===== src/rtl/sensor_calibrate_filter_range_core_defines.svh =====
// Assertion macros shared by the sensor calibration core.
// Each macro expects clk and rst_n in scope of the module that uses it.
`ifndef SENSOR_CALIBRATE_FILTER_RANGE_CORE_DEFINES_SVH
`define SENSOR_CALIBRATE_FILTER_RANGE_CORE_DEFINES_SVH

// Same-cycle implication, checked out of reset
`define SCFR_ASSERT_IMP(label, ante, cons, msg) \
  label: assert property (@(posedge clk) disable iff (!rst_n) (ante) |-> (cons)) \
    else $error(msg);

// Next-cycle implication, checked out of reset
`define SCFR_ASSERT_NXT(label, ante, cons, msg) \
  label: assert property (@(posedge clk) disable iff (!rst_n) (ante) |=> (cons)) \
    else $error(msg);

`endif


===== src/rtl/scfr_pkg.sv =====
// Shared types and constants of the sensor calibration core.
// No dependencies; imported by every module of the core.
`timescale 1ns / 1ps

package scfr_pkg;

  // Default parameter values
  localparam int DEF_FRACTION_BITS   = 16;
  localparam int DEF_MAX_POLY_DEGREE = 5;
  localparam int DEF_QUEUE_DEPTH     = 4;

  // Configuration port geometry
  localparam int CFG_AW = 6;
  localparam int CFG_DW = 64;

  // Register indexes
  localparam logic [2:0] REG_MODE   = 3'd0;
  localparam logic [2:0] REG_LINEAR = 3'd1;
  localparam logic [2:0] REG_TP_RAW = 3'd2;
  localparam logic [2:0] REG_TP_REF = 3'd3;
  localparam logic [2:0] REG_C01    = 3'd4;
  localparam logic [2:0] REG_C23    = 3'd5;
  localparam logic [2:0] REG_C45    = 3'd6;
  localparam logic [2:0] REG_RANGE  = 3'd7;

  // Calibration mode codes
  localparam logic [2:0] MODE_LINEAR    = 3'd1;
  localparam logic [2:0] MODE_TWO_POINT = 3'd2;
  localparam logic [2:0] MODE_POLY      = 3'd3;

  // Status codes
  localparam logic [1:0] ST_OK    = 2'd0;
  localparam logic [1:0] ST_RANGE = 2'd1;
  localparam logic [1:0] ST_ERR   = 2'd2;

  // Intermediate magnitude limit, 2^40 LSB
  localparam logic [40:0] WIDE_LIMIT = {1'b1, 40'd0};

  // Work decided at the front for each sample
  typedef enum logic [2:0] {
    OP_ERR,
    OP_PASS,
    OP_LIN,
    OP_TWO,
    OP_POLY
  } op_t;

  typedef struct packed {
    logic signed [31:0] sample;
    op_t                op;
  } item_t;

  // Configuration register file contents
  typedef struct packed {
    logic [21:0] mode;
    logic [63:0] lin;
    logic [63:0] tp_raw;
    logic [63:0] tp_ref;
    logic [63:0] c01;
    logic [63:0] c23;
    logic [63:0] c45;
    logic [63:0] lim;
  } cfg_t;

endpackage


===== src/rtl/scfr_front.sv =====
// Front end: takes input words and classifies the work each one needs.
// Holds one word until the queue takes it; uses scfr_pkg.
`timescale 1ns / 1ps

module scfr_front
  import scfr_pkg::*;
#(
  parameter int FRACTION_BITS = DEF_FRACTION_BITS
) (
  input  logic        clk,
  input  logic        rst_n,
  input  cfg_t        cfg,
  input  logic        in_tvalid,
  output logic        in_tready,
  input  logic [31:0] in_tdata,
  input  logic        in_tuser,
  output logic        push_valid,
  input  logic        push_ready,
  output item_t       push_item
);

  // Smallest raw span that still gets interpolated (0.0001 in LSB, plus one)
  localparam int MinSpanLsb = ((1 << FRACTION_BITS) / 10000) + 1;
  localparam logic signed [32:0] MIN_SPAN = 33'(MinSpanLsb);

  logic               stage_valid_r;
  item_t              stage_r;
  item_t              item_in;
  logic signed [32:0] raw_span;
  logic               small_span;

  assign raw_span   = 33'($signed(cfg.tp_raw[63:32])) - 33'($signed(cfg.tp_raw[31:0]));
  assign small_span = (raw_span < MIN_SPAN) && (raw_span > -MIN_SPAN);

  // Classify the incoming word
  always_comb begin
    item_in.sample = $signed(in_tdata);
    if (in_tuser) begin
      item_in.op = OP_ERR;
    end else begin
      case (cfg.mode[2:0])
        MODE_LINEAR:    item_in.op = OP_LIN;
        MODE_TWO_POINT: item_in.op = small_span ? OP_PASS : OP_TWO;
        MODE_POLY:      item_in.op = OP_POLY;
        default:        item_in.op = OP_PASS;
      endcase
    end
  end

  assign in_tready  = !stage_valid_r || push_ready;
  assign push_valid = stage_valid_r;
  assign push_item  = stage_r;

  // Hold the word until the queue takes it
  always_ff @(posedge clk) begin
    if (!rst_n) begin
      stage_valid_r <= 1'b0;
    end else if (in_tvalid && in_tready) begin
      stage_valid_r <= 1'b1;
    end else if (push_ready) begin
      stage_valid_r <= 1'b0;
    end
    if (in_tvalid && in_tready) begin
      stage_r <= item_in;
    end
  end

endmodule


===== config.mk =====
export PLATFORM = sky130hd
export DESIGN_NAME = scfr_front
export DESIGN_NICKNAME = d
export VERILOG_FILES = /design/src/rtl/sensor_calibrate_filter_range_core_defines.svh /design/src/rtl/scfr_pkg.sv /design/src/rtl/scfr_front.sv
export SDC_FILE = /design/constraint.sdc
export NUM_CORES = 1
export LEC_CHECK = 0
export ABC_CLOCK_PERIOD_IN_PS = 4700
export BUFFER_PORTS_ARGS = -buffer_cell sky130_fd_sc_hd__buf_2
export CAP_MARGIN = 10
export CORE_AREA = 2 2 211 213
export DETAILED_ROUTE_END_ITERATION = 12
export DIE_AREA = 0 0 213 215
export PLACE_DENSITY = 0.37
export SLEW_MARGIN = 20
export SYNTH_ARGS = -nofsm -noshare
export SYNTH_HDL_FRONTEND = slang
export SYNTH_SLANG_ARGS = --single-unit

===== constraint.sdc =====
create_clock -name clk -period 4.7 [get_ports clk]
set_input_delay 0.235 -clock clk [delete_from_list [all_inputs] [get_ports clk]]
set_output_delay 0.235 -clock clk [all_outputs]
set_load 0.03 [all_outputs]

* Word level (Yosys, flattened, before mapping)
Index checks and enable logic that the tools add are counted.
Storage, ports and cells: input bits 507, word-level logic and storage cells 18, bits in registers 36, output and inout port bits 37
Cells by class: reductions and logical operators 5, add/sub/neg operators 1, equality and inequality tests 3, multiplexer cells 4, magnitude comparators 2
Operator list (number):
- > comparator 33 x 4 -> 1 bit (second input constant) | 1
- < comparator 33 x 4 -> 1 bit (second input constant) | 1
- subtractor 32 x 32 -> 33 bit | 1
- case mux 3 bit (3 select lines) | 1
- equality test 3 x 2 -> 1 bit (second input constant) | 2
- equality test 3 x 1 -> 1 bit (second input constant) | 1
- logical AND 1 bit | 2
- 2-to-1 mux 1 bit | 2
- 2-to-1 mux 2 bit | 1
- nonzero test 2 bit | 1
- logical NOT 1 bit | 1
- logical OR 1 bit | 1

* Longest topological paths before layout
Gate-level depths: netlist of run 1.
depth after elaboration 5, gate-level depth with buffers 13, depth with buffers taken out 13

* Worst setup path before layout of run 1
OpenSTA, ideal clock, no wires.
path kind input -> register, start point in cfg[352] (netlist name), end point reg stage_r (netlist bit push_item[1]) (data pin), stages 13, path slack 1402 ps, setup time 262 ps, arrival time 3036 ps, buffers on the path 0, required time 4438 ps, path through inv_1 ha_1 fa_1 and2b_1 o2111ai_1 a2111oi_4 nor3_4 nor4_1 o21ai_0 a2111oi_2 nand4_1 o32ai_1 nor4_1
On the way: word-level cells in the longest chain between the ends 5
Ends and longest elaborated chain:
- start: declaration | RTL line scfr_front.sv:12 | input cfg_t cfg,
- subtractor 32 x 32 -> 33 bit (*) | RTL line scfr_front.sv:32 | assign raw_span = 33'($signed(cfg.tp_raw[63:32])) - 33'($signed(cfg.tp_raw[31:0]));
- < comparator 33 x 4 -> 1 bit / > comparator 33 x 4 -> 1 bit (equally long branches) | RTL line scfr_front.sv:33 | assign small_span = (raw_span < MIN_SPAN) && (raw_span > -MIN_SPAN);
- logical AND 1 bit (*) | RTL line scfr_front.sv:33
- 2-to-1 mux 2 bit (*) | RTL line scfr_front.sv:43 | MODE_TWO_POINT: item_in.op = small_span ? OP_PASS : OP_TWO;
- case mux 3 bit (3 select lines) (*) | RTL line scfr_front.sv:41 | case (cfg.mode[2:0])
- end signal: assignment | RTL line scfr_front.sv:64 | stage_r <= item_in;
- end: declaration | RTL line scfr_front.sv:27 | item_t stage_r;
Every way passes the cells marked *; elsewhere a longest branch is shown, timed or not. A chain may end at the register's enable or synchronous reset.

* Final worst setup path of run 1
start point in cfg[320] (netlist name), end point reg stage_r (netlist bit push_item[1]) (data pin)
The elaborated chain is that of the path after synthesis.

==> results of run 1 <==
## worst max-delay path, stage by stage
cell and delay, ns:
buf_2 0.10, ha_1 0.21, fa_1 0.40, and2b_1 0.26, o2111ai_1 0.17, buf_4 0.21
a2111oi_4 0.51, nor3_4 0.13, nor4_1 0.37, o21ai_0 0.21, a2111oi_2 0.33, nand4_1 0.17
o32ai_1 0.30, buf_4 0.18, nor4_1 0.04
## metal layers
metal  part of all wire, %  wire length, um
met1                    53             7290
met2                    43             5890
met3                   3.5              483
met4                  0.36               49
met5                 0.080               11
## metrics by stage
step / instance area (um^2) / util (%) / setup slack, ns / total power, mW / hold WS, ns
6_report: 5100 / 11.7 / 0.900 / 1.23 / 0.134
3_5_place_dp: 4930 / 11.3 / 0.513 / 0.870 / 0.413
3_3_place_gp: 4930 / 11.3 / 0.578 / 0.870 / 0.413
4_1_cts: 5100 / 11.7 / 0.793 / 1.24 / 0.127
5_1_grt: 5100 / 11.7 / 0.654 / 1.30 / 0.125
2_1_floorplan: 3500 / - / 1.40 / 0.714 / 0.334
## power by group through the flow
stage	logic [mW]	registers, mW	clock network [mW]
after floorplan	0.289	0.425	0
after global placement	0.485	0.385	0
after detailed placement	0.484	0.386	0
after CTS	0.487	0.379	0.377
after global routing	0.539	0.381	0.385
final	0.480	0.379	0.368
## flip-flops by register name, indices dropped and copies added (netlist names)
signal	count
push_item	35
push_valid	1
## path summary, 6_finish.rpt
kind	to	slack, ns	from
setup / recovery	push_item[1]	0.90	cfg[320]
hold / removal	push_item[20]	0.13	in_tdata[17]
setup reg to reg	push_item[9]	3.39	push_valid
hold reg to reg	push_valid	0.55	push_valid
## cells in the mapped netlist (2+ instances only)
| cell | count |
|---|---|
| o21a_1 | 5 |
| xor2_1 | 6 |
| nand4_1 | 10 |
| o21ai_1 | 7 |
| inv_1 | 40 |
| edfxtp_1 | 35 |
| nand3_1 | 9 |
| and2_1 | 6 |
| buf_6 | 2 |
| nor2b_1 | 2 |
| nor3_1 | 21 |
| ha_1 | 32 |
| a31oi_1 | 2 |
| or3_1 | 6 |
| nor2_1 | 29 |
| xnor2_1 | 14 |
| or4_1 | 3 |
| o311a_1 | 2 |
| o2111ai_1 | 3 |
| nand2b_1 | 4 |
| and3_1 | 6 |
| o21ai_0 | 16 |
| a21o_1 | 17 |
| a21oi_2 | 2 |
| a221oi_1 | 2 |
| a21oi_1 | 26 |
| clkbuf_1 | 7 |
| a211oi_1 | 2 |
| o2111a_1 | 2 |
| o41ai_1 | 2 |
| nand2_1 | 35 |
| a21boi_0 | 2 |
| or2_2 | 5 |
| nor3b_1 | 3 |
| o211ai_1 | 4 |
| o22ai_1 | 3 |
| o21bai_1 | 3 |
| buf_2 | 3 |
| nor4_1 | 8 |
## cells by family (layout without fill, tap and decap cells)
family | after synthesis | after routing | synth area share, %
AO/OA/AOI/OAI | 116 | 116 | 23.4
XOR/XNOR | 20 | 20 | 5.00
adder cells (fa/ha/maj) | 33 | 33 | 12.0
buffers and inverters | 52 | 195 | 6.10
flip-flops | 36 | 36 | 30.6
AND/OR/NAND/NOR | 153 | 153 | 22.6
multiplexers | 1 | 1 | 0.286
## cell type report
type | count | share of cell area (%)
flip-flops and latches | 36 | 21.0
clock buffers | 6 | 2.53
inverters | 40 | 2.94
clock inverters | 2 | 0.687
repair buffers | 147 | 14.8
well taps | 592 | 14.5
multi-input cells | 323 | 43.5
==> impl_metrics.toml, run 1 <==
[worst_setup_path]
cp-end-kind = "flop"
startpoint_type = "input port"
cp_max_fo = 7
cp.required_ns = 4.73
critical_path_class = "in2reg"
reg2reg_depth = 3
arrival_ns = 3.83

[sta]
fin_worst_skew_ns = 0.00261
finalHoldViolations = 0
fin_crit_ns = 3.80
max_freq_ghz = 0.263
finalMaxSlewViolations = 0
slew_headroom_pct = 56.8
setup-tns-final_ns = 0
setup_viol_count_final = 0
max_slew.worst_pin.slew_ns = 0.644
fin_crit_sh_pct = 80.9
rsz0062_at_grt = "false"

[cts]
cts_made_buffers = 5
post-cts-setup-buffers = 0
holdBufCountCts = 0
cts_tree = "done"
cts-root-buf = "clkbuf_16"
clk_pin_slew_ns = 0.05
clock_latency_ns = 0.27
postCtsResizedCells = 0
cts_buffer_depth = 2
htreeDepth = 2
cts.sinks = 36

[power_and_ir_drop]
switchingPower_uw = 416
ir_worst_vdd_v = 0.000173
power_frac_comb_pct = 39.2
p_int_uw = 811
leakagePower_nw = 2.13
power_density_mw_per_mm2 = 241
p_clk_share_pct = 30.0
power_frac_seq_pct = 30.9
p_sw_share_pct = 33.9

[die]
die_w_um = 213
ios = 544
core_area_mm2 = 0.0436
die_area_mm2 = 0.0458
die_y_um = 215
fp-row-count = 77
start_util_pct = 8.03

[yosys]
synth_warnings = 0
ys_ff_latch = 36
syn-num-nets = 951
yosys.area.top_type = "edfxtp_1"
syn_avg_cell_area_um2 = 8.53
postSynth.asyncResetShare_pct = 0
synth_cells = 411
yosys-top-cells-area = "edfxtp_1 (30%), ha_1 (11%), inv_1 (4.3%)"
synthFlopType = "edfxtp_1"
yosysTopAreaCellShare_pct = 30.0
synth-edff-count = 35
ys_types = 64
synth_area_mm2 = 0.00350
synth-seq-area-share_pct = 30.6

[final_layout]
diodes = 0
fillers = 5052
final_common_cell = "buf_2"
drive_above_1_share_pct = 30.3
multi_input_area_mm2 = 0.00222
final_cell_mix = "buf_2 (140), inv_1 (40), nand2_1 (35), edfxtp_1 (35), ha_1 (32)"
synthToLayoutAreaGrowth_pct = 45.5
stdcell_count = 1146
nNetsFinal = 1093
regArea_mm2 = 0.00107

[global_route]
grtUsageMet2_pct = 9.17
grt_pass1_vias = 3513
overflow = 0
grt_use_met3_pct = 0.731
grt_busiest_layer = "met2"
grt_max_degree = 36
use_met1_pct = 8.82
grt_pass1_wl_um = 20700
track_usage_pct = 5.88
antenna_found_initial = 1

[worst_hold_path]
min_path_type = "in2reg"
hold_depth = 1

[drt]
viasPerCell = 3.01
wirelength_um = 13700
wl_per_cell_um = 12.0
num_vias = 3449
drtIter0Drc = 141
drtAntennaViolNets = 0
drc_errors = 0
first_pass_iters = 4

[placement]
place_congestion = 0.716
place_inst = 1138
dp_hpwl_um = 12100
port_buffers = 140

[job]
cap_violations = 0

[run_status]
status = "completed"
Power figures use the tool's default switching activity.
==> run 2: changes to the inputs <==
- ABC_CLOCK_PERIOD_IN_PS: 4700 -> 3200
- CORE_AREA: 2 2 211 213 -> 2 2 209 211
- DIE_AREA: 0 0 213 215 -> 0 0 211 213
- PLACE_DENSITY: 0.37 -> 0.38
- clock period: 4.7 -> 3.2 ns (I/O delays scaled with it)
==> run 2 against run 1 <==
  * Clock power rose by 49%
  * Critical path depth rose by 1
  * Setup slack lost 0.78 ns
  * Power is 63% higher
  * Critical path type unchanged
  * Critical endpoint unchanged
==> impl_metrics.toml, run 2 (synthesis results as in run 1) <==
[cts]
cts_tree = "done"
holdBufCountCts = 0
cts.sinks = 36
cts_buffer_depth = 2
htreeDepth = 2
clk_pin_slew_ns = 0.06
cts_made_buffers = 5
clock_latency_ns = 0.28
cts-root-buf = "clkbuf_16"

[die]
start_util_pct = 8.21
ios = 544
core_area_mm2 = 0.0427
die_w_um = 211
die_y_um = 213
die_area_mm2 = 0.0449
fp-row-count = 76

[global_route]
track_usage_pct = 6.26
grt_busiest_layer = "met2"
grt_pass1_vias = 3744
use_met1_pct = 9.52
overflow = 0
grt_max_degree = 36
antenna_found_initial = 3
grt_use_met3_pct = 1.01
grtUsageMet2_pct = 9.54
grt_pass1_wl_um = 21700

[drt]
drtIter0Drc = 153
wirelength_um = 15000
wl_per_cell_um = 12.8
drtAntennaViolNets = 0
viasPerCell = 3.22
first_pass_iters = 4
drc_errors = 0
num_vias = 3753

[power_and_ir_drop]
total_power_mw = 2.00
leakagePower_nw = 2.49
ir_worst_vdd_v = 0.000202
power_density_mw_per_mm2 = 344

[worst_setup_path]
startpoint_type = "input port"
reg2reg_to = "push_item[12]"
cp.required_ns = 3.22
cp_max_fo = 6
arrival_ns = 3.10
path_buf_inv = 4
rrSetupSlack_ns = 1.90
crit_slowest_cell = "a2111oi_4"
critPathTopFamily = "compound AO/OA/AOI/OAI gates"
critical_path_class = "in2reg"
path_cells = "buf_6, inv_4, ha_4, fa_2, and2b_2, o2111ai_4, buf_6, a2111oi_4, nor3_4, buf_4, or3_4, o2111ai_4, o211a_1, nand4_1, o32ai_4, nor4_2"
cp-end-kind = "flop"
reg2reg_from = "push_valid"
reg2reg_depth = 3
max_stage_delay_ns = 0.36

[sta]
fin_worst_skew_ns = 0.00540
whs_ns = 0.0529
finalMaxSlewViolations = 0
setup_viol_count_final = 0
finalHoldViolations = 0
max_freq_ghz = 0.325
fin_crit_sh_pct = 96.1
slew_headroom_pct = 67.5
fin_crit_ns = 3.08
rsz0062_at_grt = "true"
max_slew.worst_pin.slew_ns = 0.487
setup-tns-final_ns = 0

[placement]
dp_hpwl_um = 13100
dpl_cell_area_mm2 = 0.00535
place_congestion = 0.784
port_buffers = 140

[final_layout]
synthToLayoutAreaGrowth_pct = 66.0
final_common_cell = "buf_2"
fillers = 4903
diodes = 0
largest_reg_flops = 35
final_cell_area_mm2 = 0.00582
drive_above_1_share_pct = 43.4
nNetsFinal = 1159
final_cell_mix = "buf_2 (138), buf_4 (72), inv_1 (37), nand2_1 (35), edfxtp_1 (35)"
final_core_util_pct = 13.6

[worst_hold_path]
min_path_type = "in2reg"
hold_depth = 1
hold_end = "push_item[11]"
worstHoldStart = "in_tdata[8]"

[job]
cap_violations = 0

[run_status]
status = "completed"
run 2: timing repair:
item                                    CTS  global route
pin swaps                                 9            24
endpoints found under the setup margin    1             1
gates resized for setup                  18            34
setup buffers                             1             2
run 2: how the worst max path moves through the flow:
stage,start,to,slack [ns],cells after the start
2_1_floorplan,cfg[352],push_item[1],0.03,13
6_report,cfg[352],push_item[1],0.12,16
5_1_grt,cfg[352],push_item[1],-0.05,16
3_3_place_gp,cfg[320],push_item[1],-0.57,14
3_5_place_dp,cfg[320],push_item[1],-0.66,14
4_1_cts,cfg[320],push_item[1],-0.03,15
run 2: power breakdown:
part	leakage (nW)	switching, mW	internal [mW]
sequential	0.348	0.00542	0.551
clock	0.0808	0.181	0.366
combinational	2.06	0.504	0.393
run 2: layout make-up:
class	count	area [um^2]	area share (%)
clock buffers	6	129	2.22
multi-input cells	323	2480	42.7
flip-flops and latches	36	1070	18.4
clock inverters	2	35.0	0.602
well taps	546	683	11.7
repair buffers	213	1260	21.7
inverters	40	153	2.62
run 2: routing by layer:
| layer | share of wire (%) | vias to the layer above |
|---|---|---|
| li1 | - | 1952 |
| met1 | 52 | 1695 |
| met2 | 44 | 94 |
| met3 | 3.6 | 8 |
| met4 | 0.35 | 4 |
| met5 | 0.18 | - |
run 2: metrics by stage:
stage / cells / setup WS [ns]
6_report: 1166 / 0.124
2_1_floorplan: 411 / 0.0317
3_3_place_gp: 1155 / -0.574
3_5_place_dp: 1155 / -0.658
5_1_grt: 1166 / -0.0466
4_1_cts: 1164 / -0.0284
