--- src/rtl/sensor_calibrate_filter_range_core_defines.svh ---
// Assertion macros shared by the sensor calibration core.
// Each macro expects clk and rst_n in scope of the module that uses it.
`ifndef SENSOR_CALIBRATE_FILTER_RANGE_CORE_DEFINES_SVH
`define SENSOR_CALIBRATE_FILTER_RANGE_CORE_DEFINES_SVH

// Same-cycle implication, checked out of reset
`define SCFR_ASSERT_IMP(label, ante, cons, msg) \
  label: assert property (@(posedge clk) disable iff (!rst_n) (ante) |-> (cons)) \
    else $error(msg);

// Next-cycle implication, checked out of reset
`define SCFR_ASSERT_NXT(label, ante, cons, msg) \
  label: assert property (@(posedge clk) disable iff (!rst_n) (ante) |=> (cons)) \
    else $error(msg);

`endif

--- src/rtl/scfr_pkg.sv ---
// Shared types and constants of the sensor calibration core.
// No dependencies; imported by every module of the core.
`timescale 1ns / 1ps

package scfr_pkg;

  // Default parameter values
  localparam int DEF_FRACTION_BITS   = 16;
  localparam int DEF_MAX_POLY_DEGREE = 5;
  localparam int DEF_QUEUE_DEPTH     = 4;

  // Configuration port geometry
  localparam int CFG_AW = 6;
  localparam int CFG_DW = 64;

  // Register indexes
  localparam logic [2:0] REG_MODE   = 3'd0;
  localparam logic [2:0] REG_LINEAR = 3'd1;
  localparam logic [2:0] REG_TP_RAW = 3'd2;
  localparam logic [2:0] REG_TP_REF = 3'd3;
  localparam logic [2:0] REG_C01    = 3'd4;
  localparam logic [2:0] REG_C23    = 3'd5;
  localparam logic [2:0] REG_C45    = 3'd6;
  localparam logic [2:0] REG_RANGE  = 3'd7;

  // Calibration mode codes
  localparam logic [2:0] MODE_LINEAR    = 3'd1;
  localparam logic [2:0] MODE_TWO_POINT = 3'd2;
  localparam logic [2:0] MODE_POLY      = 3'd3;

  // Status codes
  localparam logic [1:0] ST_OK    = 2'd0;
  localparam logic [1:0] ST_RANGE = 2'd1;
  localparam logic [1:0] ST_ERR   = 2'd2;

  // Intermediate magnitude limit, 2^40 LSB
  localparam logic [40:0] WIDE_LIMIT = {1'b1, 40'd0};

  // Work decided at the front for each sample
  typedef enum logic [2:0] {
    OP_ERR,
    OP_PASS,
    OP_LIN,
    OP_TWO,
    OP_POLY
  } op_t;

  typedef struct packed {
    logic signed [31:0] sample;
    op_t                op;
  } item_t;

  // Configuration register file contents
  typedef struct packed {
    logic [21:0] mode;
    logic [63:0] lin;
    logic [63:0] tp_raw;
    logic [63:0] tp_ref;
    logic [63:0] c01;
    logic [63:0] c23;
    logic [63:0] c45;
    logic [63:0] lim;
  } cfg_t;

endpackage

--- src/rtl/scfr_fifo.sv ---
// Short queue of classified words between front end and back end.
// Register-based ring buffer; uses scfr_pkg.
`timescale 1ns / 1ps

module scfr_fifo
  import scfr_pkg::*;
#(
  parameter int DEPTH = DEF_QUEUE_DEPTH
) (
  input  logic  clk,
  input  logic  rst_n,
  input  logic  push_valid,
  output logic  push_ready,
  input  item_t push_item,
  output logic  pop_valid,
  input  logic  pop,
  output item_t pop_item
);

  localparam int PW = (DEPTH > 1) ? $clog2(DEPTH) : 1;
  localparam int CW = $clog2(DEPTH + 1);

  item_t         mem_r [DEPTH];
  logic [PW-1:0] wr_ptr_r, rd_ptr_r;
  logic [CW-1:0] count_r;
  logic          do_push, do_pop;

  assign push_ready = count_r < CW'(DEPTH);
  assign pop_valid  = count_r != '0;
  assign pop_item   = mem_r[rd_ptr_r];
  assign do_push    = push_valid && push_ready;
  assign do_pop     = pop && pop_valid;

  function automatic logic [PW-1:0] wrap_inc(input logic [PW-1:0] p);
    return (p == PW'(DEPTH - 1)) ? '0 : p + PW'(1);
  endfunction

  // Advance pointers and count
  always_ff @(posedge clk) begin
    if (!rst_n) begin
      wr_ptr_r <= '0;
      rd_ptr_r <= '0;
      count_r  <= '0;
    end else begin
      if (do_push) begin
        wr_ptr_r <= wrap_inc(wr_ptr_r);
      end
      if (do_pop) begin
        rd_ptr_r <= wrap_inc(rd_ptr_r);
      end
      if (do_push && !do_pop) begin
        count_r <= count_r + CW'(1);
      end else if (do_pop && !do_push) begin
        count_r <= count_r - CW'(1);
      end
    end
    if (do_push) begin
      mem_r[wr_ptr_r] <= push_item;
    end
  end

endmodule

--- config.mk ---
export PLATFORM = sky130hd
export DESIGN_NAME = scfr_fifo
export DESIGN_NICKNAME = d
export VERILOG_FILES = /design/src/rtl/sensor_calibrate_filter_range_core_defines.svh /design/src/rtl/scfr_pkg.sv /design/src/rtl/scfr_fifo.sv
export SDC_FILE = /design/constraint.sdc
export NUM_CORES = 1
export LEC_CHECK = 0
export ABC_AREA = 1
export BUFFER_PORTS_ARGS = -buffer_cell sky130_fd_sc_hd__buf_2
export CAP_MARGIN = 20
export CORE_MARGIN = 1
export CORE_UTILIZATION = 53
export CTS_CLUSTER_DIAMETER = 30
export CTS_CLUSTER_SIZE = 40
export DETAILED_ROUTE_END_ITERATION = 10
export GPL_TIMING_DRIVEN = 1
export PLACE_DENSITY = 0.74
export SETUP_SLACK_MARGIN = 0.15
export SLEW_MARGIN = 20
export SYNTH_ARGS = -nofsm -noshare
export SYNTH_HDL_FRONTEND = slang
export SYNTH_SLANG_ARGS = --single-unit
export TNS_END_PERCENT = 1
--- constraint.sdc ---
create_clock -name clk -period 5.9 [get_ports clk]
set_clock_uncertainty 0.1 [all_clocks]
set_input_delay 0.295 -clock clk [delete_from_list [all_inputs] [get_ports clk]]
set_output_delay 0.295 -clock clk [all_outputs]
set_load 0.02 [all_outputs]
Yosys cells after proc, flatten, opt, wreduce, memory -nomap -nowiden
Memories as Yosys holds them, arrays and structs flattened. A register that Yosys moved wholly into a read port is not among the register bits.
Cells that the tools add are included.
W data, S select, Z words.
{"block": "totals", "regBits": 7, "ram_bits": 140, "input_bits": 39, "output_inout_bits": 37, "wordCells": 27, "memories": 1}
{"block": "classes", "add_sub_neg": 4, "n_lt_le_gt_ge": 1, "n_eq_ne": 2, "muxes": 8, "n_reduce_logical": 8}
{"name": "mem_r", "words": 4, "word_bits": 35, "rd": 1, "rd_ports_with_merged_regs": 1, "write_ports": 1, "line": "scfr_fifo.sv:23", "source": "item_t mem_r [DEPTH];"}
{"cell": "$mux W2", "count": 4}
{"cell": "$mux W3", "count": 2}
{"cell": "$add A2 B1 Y2 const B", "count": 2}
{"cell": "$eq A2 B2 Y1 const B", "count": 2}
{"cell": "$logic_and A1 B1 Y1", "count": 4}
{"cell": "$add A3 B1 Y3 const B", "count": 1}
{"cell": "$lt A3 B3 Y1 const B", "count": 1}
{"cell": "$reduce_bool A3 Y1", "count": 1}
{"cell": "$sub A3 B1 Y3 const B", "count": 1}
{"cell": "$logic_not A1 Y1", "count": 2}
{"cell": "$mux W1", "count": 2}
{"cell": "$reduce_bool A2 Y1", "count": 1}

Depth between registers and ports, before layout
Gate-level depths: netlist (run 1).
{"block": "logic_depth", "word_depth": 6, "depth_mapped": 12, "ltp_nobuf": 12}

Worst setup path after synthesis (run 1)
No wires, ideal clock.
{"block": "synth_path", "path_type": "register -> register", "from": "reg count_r[2]", "to": "mem mem_r[0][0] (netlist bit), enable pin", "setup_ps": 427, "arrival_ps": 2178, "t_required_ps": 5373, "path_slack_ps": 3194, "path_stages_with_launch": 4, "n_path_buf": 0, "synth_period_minus_slack_ps": 2706, "cell_sequence": "dfxtp_1 -> inv_1 -> nand2_1 -> nor2_1"}
{"block": "synth_via", "elab_chain_cells": 4}
{"item": "from (decl)", "line": "scfr_fifo.sv:25", "source": "logic [CW-1:0] count_r;"}
{"item": "from (signal assigned)", "line": "scfr_fifo.sv:52", "source": "count_r <= count_r + CW'(1);"}
{"item": "from (signal assigned)", "line": "scfr_fifo.sv:54", "source": "count_r <= count_r - CW'(1);"}
{"item": "$lt A3 B3 Y1", "line": "scfr_fifo.sv:28", "source": "assign push_ready = count_r < CW'(DEPTH);"}
{"item": "net push_ready", "line": "scfr_fifo.sv:13", "source": "output logic push_ready,"}
{"item": "$logic_and A1 B1 Y1", "line": "scfr_fifo.sv:31", "source": "assign do_push = push_valid && push_ready;"}
{"item": "$mux W1", "line": "scfr_fifo.sv:57", "source": "if (do_push) begin"}
{"item": "$mux W1 (not written as such)", "line": "scfr_fifo.sv:58", "source": "mem_r[wr_ptr_r] <= push_item;"}
{"item": "to (decl)", "line": "scfr_fifo.sv:23"}
The timed path passes the listed nets, and every way through them passes these cells.

==> qor.yml, run 1 <==
pwr:
  switching_share_pct: 33.8
  power_frac_comb_pct: 28.3
  p_sw_uw: 1120
  ir_worst_vdd_mv: 0.242
  power.density_nw_per_um2: 463
  leakage_uw: 0.00257
  seqPwrFrac_pct: 40.4
  pwr-share-clk_pct: 31.2
  p_int_uw: 2190
clock_network:
  cts_setup_buffers: 0
  clk_pin_slew_ns: 0.06
  clk_latency_ns: 0.52
  cts_root_buf: "clkbuf_8"
  h-tree-depth: 4
  clock_path_buffers: 2
  cts_tree: "yes"
  postCtsResizedCells: 0
  cts_sinks: 149
  cts_made_buffers: 17
run:
  cap_violations: 0
finish:
  final_nets: 563
  antenna_cells: 0
  synthToLayoutAreaGrowth_pct: 26.3
  drive_above_1_share_pct: 22.5
  utilization_pct: 69.1
  layoutNonFillerInstCount: 666
sta:
  fin_crit_sh_pct: 50.7
  rsz0062_at_grt: "no"
  hold_ws_ns: 0.303
  max-slew-margin-rel_pct: 55.0
  finalHoldViolations: 0
  drv_slew: 0
  clock.fmax_ghz: 0.334
  period_needed_ns: 2.99
  setup_viol: 0
  tightest_slew_ns: 0.675
  fin_tns_setup_ns: 0
synthesis:
  ys_warn_count: 0
  synth_mux_area_share_pct: 0
  ys_dominant_reg_cell: "edfxtp_1"
  synthCells: 401
  synth_top_family_by_area: "compound AO/OA/AOI/OAI gates"
  synth-simple-area-share_pct: 6.51
  seq_area_frac_synth_pct: 77.6
  synth.most_common_cell: "edfxtp_1"
  ys_types: 19
  async_flop_share_pct: 0
  synth_edf_count: 140
  syn_area_per_cell_um2: 14.1
  ys_top_cells_by_area: "edfxtp_1 74%, nor2_1 5.5%, o21ai_0 4.7%"
  synth_seq_cells: 149
  synthesis.nets: 447
  synth_common_cells: "140 x edfxtp_1, 83 x nor2_1, 53 x o21ai_0, 35 x o22ai_1, 21 x o21ai_1"
  synthAdderAreaFrac_pct: 1.68
  synth_xor_area_share_pct: 0
  syn_area_um2: 5650
  synth_top_area_share_pct: 74.5
  synth_top_cell_by_area: "edfxtp_1"
  synth-compound-area-share_pct: 10.8
global_route:
  antenna_found_initial: 0
  grt_max_degree: 71
  grt_pass1_wl_mm: 18.1
  grt_overflow: 0
  grt_pass1_vias: 3681
  track_usage_pct: 22.1
worst_hold_path:
  hp-start: "push_valid"
  hold_end: "wr_ptr_r[1]"
  whs_path_depth: 3
  worstHoldPathType: "input pin to flop"
placement:
  hpwl_mm: 6.18
  gp_congestion: 0.708
  portBuffers: 75
  place_inst: 596
drt:
  viasPerCell: 5.45
  drt.antenna.violating_nets: 0
  wl_per_cell_um: 17.3
  vias: 3632
  drtIter0Drc: 281
  drtPass1Iterations: 4
  drc: 0
  wirelength_mm: 11.5
critical_path:
  r2r_start: "count_r[2]"
  slowest_stage: "buf_4"
  cpLargestDelayFamily: "buffers and inverters"
  cpPeakStageDelay_ns: 0.53
  r2r_setup_slack_ns: 3.80
  arrival_ns: 2.60
  critPathBufInv: 3
  worstPathCellList: "buf_4 > inv_4 > o21ai_0 > o22ai_1 > buf_2"
  crit_fanout: 70
  startpoint_type: "flop"
  critical_path_class: "flop to output pin"
  ff2ff_path_depth: 8
  crit_required_ns: 5.51
  end_kind: "output pin"
  worstReg2RegEnd: "count_r[1]"
outcome:
  status: "finished, final reports clean"
floorplan:
  core_area_um2: 10300
  start_util_pct: 54.7
  dieArea_um2: 11100
  fp.dieW_um: 105
  rows: 37
  die_height_um: 105
  ios: 76
==> power groups by stage <==
stage          registers (uW)  logic [uW]  clock network [uW]
2_1_floorplan            1340         632                   0
3_3_place_gp             1350         867                   0
3_5_place_dp             1360         903                   0
4_1_cts                  1340         932                1040
5_1_grt                  1350        1020                1080
6_report                 1330         935                1030
==> layout by cell type, fill, tap and decap left out, types with 6 or more instances in the layout <==
cell type and count:
buf_2 75, clkbuf_16 16, dfxtp_1 8, dlygate4sd3_1 37, edfxtp_1 140, ha_1 6, inv_1 13, nand2_1 10
nor2_1 79, o21ai_0 53, o21ai_1 21, o22ai_1 35
==> worst reg2reg max path, delay by kind of cell (launching register included) <==
kind / cells / cell delay, ns
flops: 1 / 0.33
simple gates: 2 / 0.45
compound gates: 1 / 0.18
buf+inv: 3 / 0.29
fa+ha+maj: 2 / 0.64
==> cell type report <==
| class | count | area [um2] |
|---|---|---|
| flip-flops and latches | 149 | 4390 |
| well taps | 136 | 170 |
| multi-input cells | 216 | 1100 |
| fillers | 706 | 3190 |
| clock buffers | 18 | 418 |
| repair buffers | 118 | 843 |
| inverters | 15 | 58.8 |
| clock inverters | 14 | 155 |
==> worst max-delay path by stage <==
| stage | slack, ns | endpoint | depth (start not counted) |
|---|---|---|---|
| 6_report | 2.91 | pop_item[16] | 5 |
| 5_1_grt | 2.73 | pop_item[16] | 5 |
| 4_1_cts | 2.91 | pop_item[16] | 5 |
| 3_5_place_dp | 3.51 | pop_item[33] | 5 |
| 3_3_place_gp | 3.59 | pop_item[33] | 5 |
| 2_1_floorplan | 3.19 | mem_r[0][0] | 3 |
==> repair_timing <==
item	in CTS	in global routing
hold buffers	37	0
endpoints found under the hold margin	149	0
endpoints found under the setup margin	0	0
==> registers in the layout, indices dropped and copies added (netlist names), named ones only <==
register / flops
rd_ptr_r: 2
wr_ptr_r: 2
mem_r: 140
count_r: 3
==> layer usage <==
| metal | track usage, % | part of all wire (%) | wire length, um | vias to the layer above |
|---|---|---|---|---|
| li1 | - | - | - | 1727 |
| met1 | 26.5 | 41 | 4720 | 1766 |
| met2 | 37.9 | 52 | 6000 | 121 |
| met3 | 5.38 | 5.2 | 602 | 18 |
| met4 | 9.86 | 1.8 | 203 | 0 |
| met5 | 0 | 0 | 0 | - |
==> through the flow <==
step           setup WS (ns)  total power (uW)  instance area, um2
2_1_floorplan           3.19              1980                5650
3_3_place_gp            3.59              2220                6110
3_5_place_dp            3.51              2260                6170
4_1_cts                 2.91              3310                7110
5_1_grt                 2.73              3450                7130
6_report                2.91              3300                7130
==> logic make-up after synthesis <==
kind of cell | Yosys count
buf+inv | 36
compound gates | 113
flops | 149
simple gates | 96
fa+ha+maj | 7
Note: power is estimated with default switching activity, not from simulation.
==> run 2, diff against run 1 <==
Clock period 5.9 ns to 2.8 ns, I/O delays scaled along.
==> run 2 against run 1 <==
  * Register-to-register slack worse by 3.1 ns
  * First-iteration DRC count up 1.1%
  * Setup slack worse by 2.6 ns
  * Count of clock-buffer cells in the layout unchanged
  * Power up 110%
  * Non-clock buffer count up 2
  * Final cell count up 0.15%
  * Combinational power up 110%
  * Clock power up 110%
==> qor.yml, run 2 (synthesized netlist as in run 1, its figures left out) <==
pwr:
  ir_worst_vdd_mv: 0.602
  leakage_uw: 0.00257
  power.density_nw_per_um2: 974
drt:
  wirelength_mm: 11.4
  viasPerCell: 5.43
  vias: 3625
  wl_per_cell_um: 17.1
  drt.antenna.violating_nets: 0
  drtIter0Drc: 284
  drc: 0
  drtPass1Iterations: 5
placement:
  gp_congestion: 0.723
  place_inst: 599
  dpl_worst_slack_ns: 0.746
  hpwl_mm: 6.42
  portBuffers: 75
finish:
  fill_cells: 706
  layout_commonest_cell: "edfxtp_1"
  reg_top3: "mem_r: 140 flops, count_r: 3 flops"
  final_cell_mix: "140 x edfxtp_1, 79 x nor2_1, 75 x buf_2"
  layoutNonFillerInstCount: 667
  synthToLayoutAreaGrowth_pct: 26.1
  drive_above_1_share_pct: 22.6
  antenna_cells: 0
  regMostFlops: "mem_r"
  largest_reg_flops: 140
  final_nets: 565
clock_network:
  cts_sinks: 149
  cts_made_buffers: 17
  h-tree-depth: 4
  clk_latency_ns: 0.52
  clock_path_buffers: 2
  cts_tree: "yes"
  cts_root_buf: "clkbuf_8"
  clk_pin_slew_ns: 0.06
global_route:
  track_usage_pct: 22.3
  antenna_found_initial: 0
  grt_overflow: 0
  grt_max_degree: 71
  grt_pass1_vias: 3705
  grt_pass1_wl_mm: 18.2
sta:
  finalHoldViolations: 0
  fin_tns_setup_ns: 0
  hold_ws_ns: 0.167
  max-slew-margin-rel_pct: 53.9
  rsz0062_at_grt: "yes"
  clock.fmax_ghz: 0.393
  worst_slack_ns: 0.259
  tightest_slew_ns: 0.692
  period_needed_ns: 2.54
  drv_slew: 0
  setup_viol: 0
  fin_crit_sh_pct: 90.8
critical_path:
  startpoint_type: "flop"
  critical_path_class: "flop to output pin"
  crit_fanout: 35
  slowest_stage: "inv_2"
  crit_required_ns: 2.56
  cpPeakStageDelay_ns: 0.57
  end_kind: "output pin"
  worstPathCellList: "inv_2 > o21ai_0 > o22ai_1 > buf_2"
  arrival_ns: 2.30
floorplan:
  fp.dieW_um: 105
  core_area_um2: 10300
  dieArea_um2: 11100
  ios: 76
  die_height_um: 105
  rows: 37
  start_util_pct: 54.7
outcome:
  status: "finished, final reports clean"
run:
  cap_violations: 0
worst_hold_path:
  worstHoldPathType: "input pin to flop"
## run 2: changes by cell type in the layout (fill, tap and decap cells not counted), sizes merged
cell | previous run | this run
clkinv | 6 | 3
buf | 81 | 83
inv | 16 | 18
## run 2: per-layer routing
metal / GRT usage, % / part of all wire (%) / up-vias
met1: 27.7 / 40 / 1729
li1: - / - / 1720
met5: 0 / 0 / -
met4: 8.45 / 1.2 / 0
met3: 5.88 / 7.7 / 13
met2: 37.7 / 51 / 163
## run 2: critical path, delay by kind of cell, from the launching register on
| kind | cells | cell delay (ns) |
|---|---|---|
| AO/OA/AOI/OAI | 2 | 0.49 |
| buffers and inverters | 2 | 0.79 |
| flip-flops | 1 | 0.50 |
## run 2: repair_timing
action / in CTS / in global routing
gates resized for setup: 0 / 1
setup endpoints to repair: 0 / 5
setup buffers: 0 / 0
endpoints found under the hold margin: 149 / 0
hold buffers: 37 / 0
## run 2: area by class of cell
class / instances / area (um2) / area share (%)
Clock inverter: 13 / 153 / 2.14
Multi-Input combinational cell: 216 / 1100 / 15.5
Timing Repair Buffer: 120 / 835 / 11.7
Tap cell: 136 / 170 / 2.39
Clock buffer: 18 / 418 / 5.87
Inverter: 15 / 58.8 / 0.826
Sequential cell: 149 / 4390 / 61.6
## run 2: power breakdown
group	internal [uW]	switching (uW)
logic	609	1320
registers	2710	133
clock network	1280	885
## run 2: path summary, 6_finish.rpt
| kind | start | endpoint | slack (ns) | depth (start not counted) |
|---|---|---|---|---|
| worst max-delay path | flop | pop_item[33] | 0.26 | 4 |
| worst min register to register | count_r[0] | count_r[0] | 0.42 | 1 |
| worst min-delay path | push_valid | wr_ptr_r[1] | 0.17 | 3 |
| worst max register to register | count_r[2] | count_r[1] | 0.73 | 8 |
## run 2: through the flow
step	instance area (um2)	power [uW]	utilization [%]
global route	7120	7270	69.0
finish	7120	6930	69.0
global placement	6180	4720	59.8
detailed placement	6180	4770	59.8
floorplan	5650	4160	-
CTS	7120	6980	68.9
==> run 3, diff against run 2 <==
Settings changed: ABC_AREA 1 to 0.
==> run 3 against run 2 <==
  * Via count is 27% lower
  * Power fell by 6.1%
  * Critical path type unchanged
  * Count of clock-buffer cells in the layout stayed put
  * Sequential share of layout area up 0.050 points
  * Non-clock buffer count fell by 1
==> qor.yml, run 3 <==
floorplan:
  start_util_pct: 54.2
  rows: 37
  core_area_um2: 10300
  ios: 76
  dieArea_um2: 10900
  die_height_um: 105
  fp.dieW_um: 105
critical_path:
  r2r_setup_slack_ns: 0.42
  startpoint_type: "flop"
  end_kind: "output pin"
  arrival_ns: 2.15
  crit_required_ns: 2.56
  critical_path_class: "flop to output pin"
  crit_fanout: 27
finish:
  antenna_cells: 0
  reg_top3: "mem_r: 140 flops, count_r: 3 flops"
  finalInstanceArea_um2: 7120
  final_cell_mix: "140 x edfxtp_1, 75 x buf_2, 37 x dlygate4sd3_1"
  regMostFlops: "mem_r"
  final_nets: 406
  largest_reg_flops: 140
  synthToLayoutAreaGrowth_pct: 27.8
  layout_commonest_cell: "edfxtp_1"
  drive_above_1_share_pct: 39.9
clock_network:
  h-tree-depth: 4
  postCtsResizedCells: 0
  cts_made_buffers: 17
  cts_sinks: 149
  clk_latency_ns: 0.50
  hold_buffers: 37
  clk_pin_slew_ns: 0.06
  cts_setup_buffers: 0
  cts_root_buf: "clkbuf_8"
  cts_tree: "yes"
  clock_path_buffers: 2
global_route:
  grt_overflow: 0
  grt_pass1_vias: 2693
  track_usage_pct: 18.3
  grt_pass1_wl_mm: 14.1
  antenna_found_initial: 0
  grt_max_degree: 28
placement:
  gp_congestion: 0.655
  place_area_um2: 6150
  hpwl_mm: 5.33
  portBuffers: 75
synthesis:
  ys_dominant_reg_cell: "edfxtp_1"
  synth_edf_count: 140
  ys_types: 23
  ys_warn_count: 0
  async_flop_share_pct: 0
  synthCells: 231
  synth_common_cells: "140 x edfxtp_1, 30 x mux4_2, 9 x dfxtp_1, 6 x ha_1"
  synth_seq_cells: 149
  synth_top_area_share_pct: 75.5
  synthesis.nets: 277
  seq_area_frac_synth_pct: 78.7
  synth_top_cell_by_area: "edfxtp_1"
  synth.most_common_cell: "edfxtp_1"
  syn_area_um2: 5570
  syn_area_per_cell_um2: 24.1
  ys_top_cells_by_area: "edfxtp_1 75%, mux4_2 12%, dfxtp_1 3.2%"
sta:
  max-slew-margin-rel_pct: 62.4
  hold_ws_ns: 0.0914
  tightest_slew_ns: 0.563
  drv_slew: 0
  finalHoldViolations: 0
  setup_viol: 0
  clock.fmax_ghz: 0.419
  fin_tns_setup_ns: 0
  fin_crit_sh_pct: 85.2
  period_needed_ns: 2.39
  rsz0062_at_grt: "no"
drt:
  drc: 0
  wl_per_cell_um: 18.2
  drt.antenna.violating_nets: 0
  drtPass1Iterations: 4
  dr_wl_met3_um: 328
  highest_layer: "met4"
  vias: 2658
  viasPerCell: 5.22
  wirelength_mm: 9.27
  drtIter0Drc: 162
  dr_wl_met2_mm: 4.93
  met1_length_mm: 3.89
pwr:
  switching_share_pct: 27.2
  seqPwrFrac_pct: 43.1
  pwr-share-clk_pct: 34.2
  p_sw_uw: 1770
  ir_worst_vdd_mv: 0.452
  leakage_uw: 0.00248
  p_int_uw: 4740
  power.density_nw_per_um2: 915
  power_frac_comb_pct: 22.7
run:
  cap_violations: 0
outcome:
  status: "finished, final reports clean"
worst_hold_path:
  worstHoldPathType: "input pin to flop"
-- run 3: cell types whose count changed in the layout (fill, tap and decap cells not counted), moves of 4 or more --
cell | before | now
o22ai_1 | 35 | 0
o21ai_1 | 21 | 0
buf_12 | 2 | 6
and2_2 | 0 | 4
mux4_1 | 0 | 5
nor2b_1 | 0 | 4
nand2_1 | 10 | 2
buf_4 | 5 | 1
a21oi_1 | 4 | 0
nor2_1 | 79 | 2
nor2_4 | 4 | 0
mux4_2 | 0 | 30
inv_1 | 13 | 4
o21ai_0 | 53 | 3
-- run 3: final cells by class --
| class | instances | area (um2) |
|---|---|---|
| inverter | 4 | 15.0 |
| sequential | 149 | 4390 |
| timing repair buffer | 119 | 873 |
| clock inverter | 14 | 176 |
| multi-input combinational | 69 | 1080 |
| fill | 686 | 3160 |
| tap | 136 | 170 |
| clock buffer | 18 | 418 |
-- run 3: power by group through the flow --
stage	logic, uW	registers [uW]	clock network (uW)
2_1_floorplan	1110	2790	0
3_3_place_gp	1440	2850	0
3_5_place_dp	1460	2860	0
4_1_cts	1510	2820	2270
5_1_grt	1580	2840	2350
6_report	1480	2810	2230
-- run 3: per-stage QoR --
stage / power, uW / worst slack, ns / utilization (%) / std cells
CTS: 6590 / 0.352 / 69.3 / 509
finish: 6510 / 0.414 / 69.3 / 509
detailed placement: 4320 / 0.435 / 59.9 / 440
global route: 6760 / 0.234 / 69.3 / 509
floorplan: 3900 / 0.603 / - / 231
global placement: 4280 / 0.510 / 59.9 / 440
-- run 3: worst paths after layout --
| path | start | endpoint | cells past startpoint |
|---|---|---|---|
| worst min-delay path | push_valid | wr_ptr_r[1] | 5 |
| worst max-delay path | flop | pop_item[25] | 3 |
| worst min register to register | count_r[2] | count_r[2] | 2 |
| worst max register to register | count_r[0] | count_r[2] | 7 |
-- run 3: worst max-delay path, cell delays in order (launching register included) --
cell     delay [ns]
dfxtp_2        0.53
buf_12         0.29
mux4_1         0.62
buf_2          0.18
-- run 3: cells by family after synthesis --
kind of cell,count (synthesis),synth area share [%]
flip-flops,149,78.7
multiplexers,38,15.0
AND/OR/NAND/NOR,17,1.69
AO/OA/AOI/OAI,5,0.539
buffers and inverters,13,2.00
XOR/XNOR,2,0.315
adder cells (fa/ha/maj),7,1.71
-- run 3: metal layers --
| layer | vias to the layer above | track usage (%) |
|---|---|---|
| met3 | 11 | 3.70 |
| met1 | 1347 | 22.2 |
| met2 | 67 | 31.8 |
| li1 | 1233 | - |
| met5 | - | 0 |
| met4 | 0 | 7.96 |
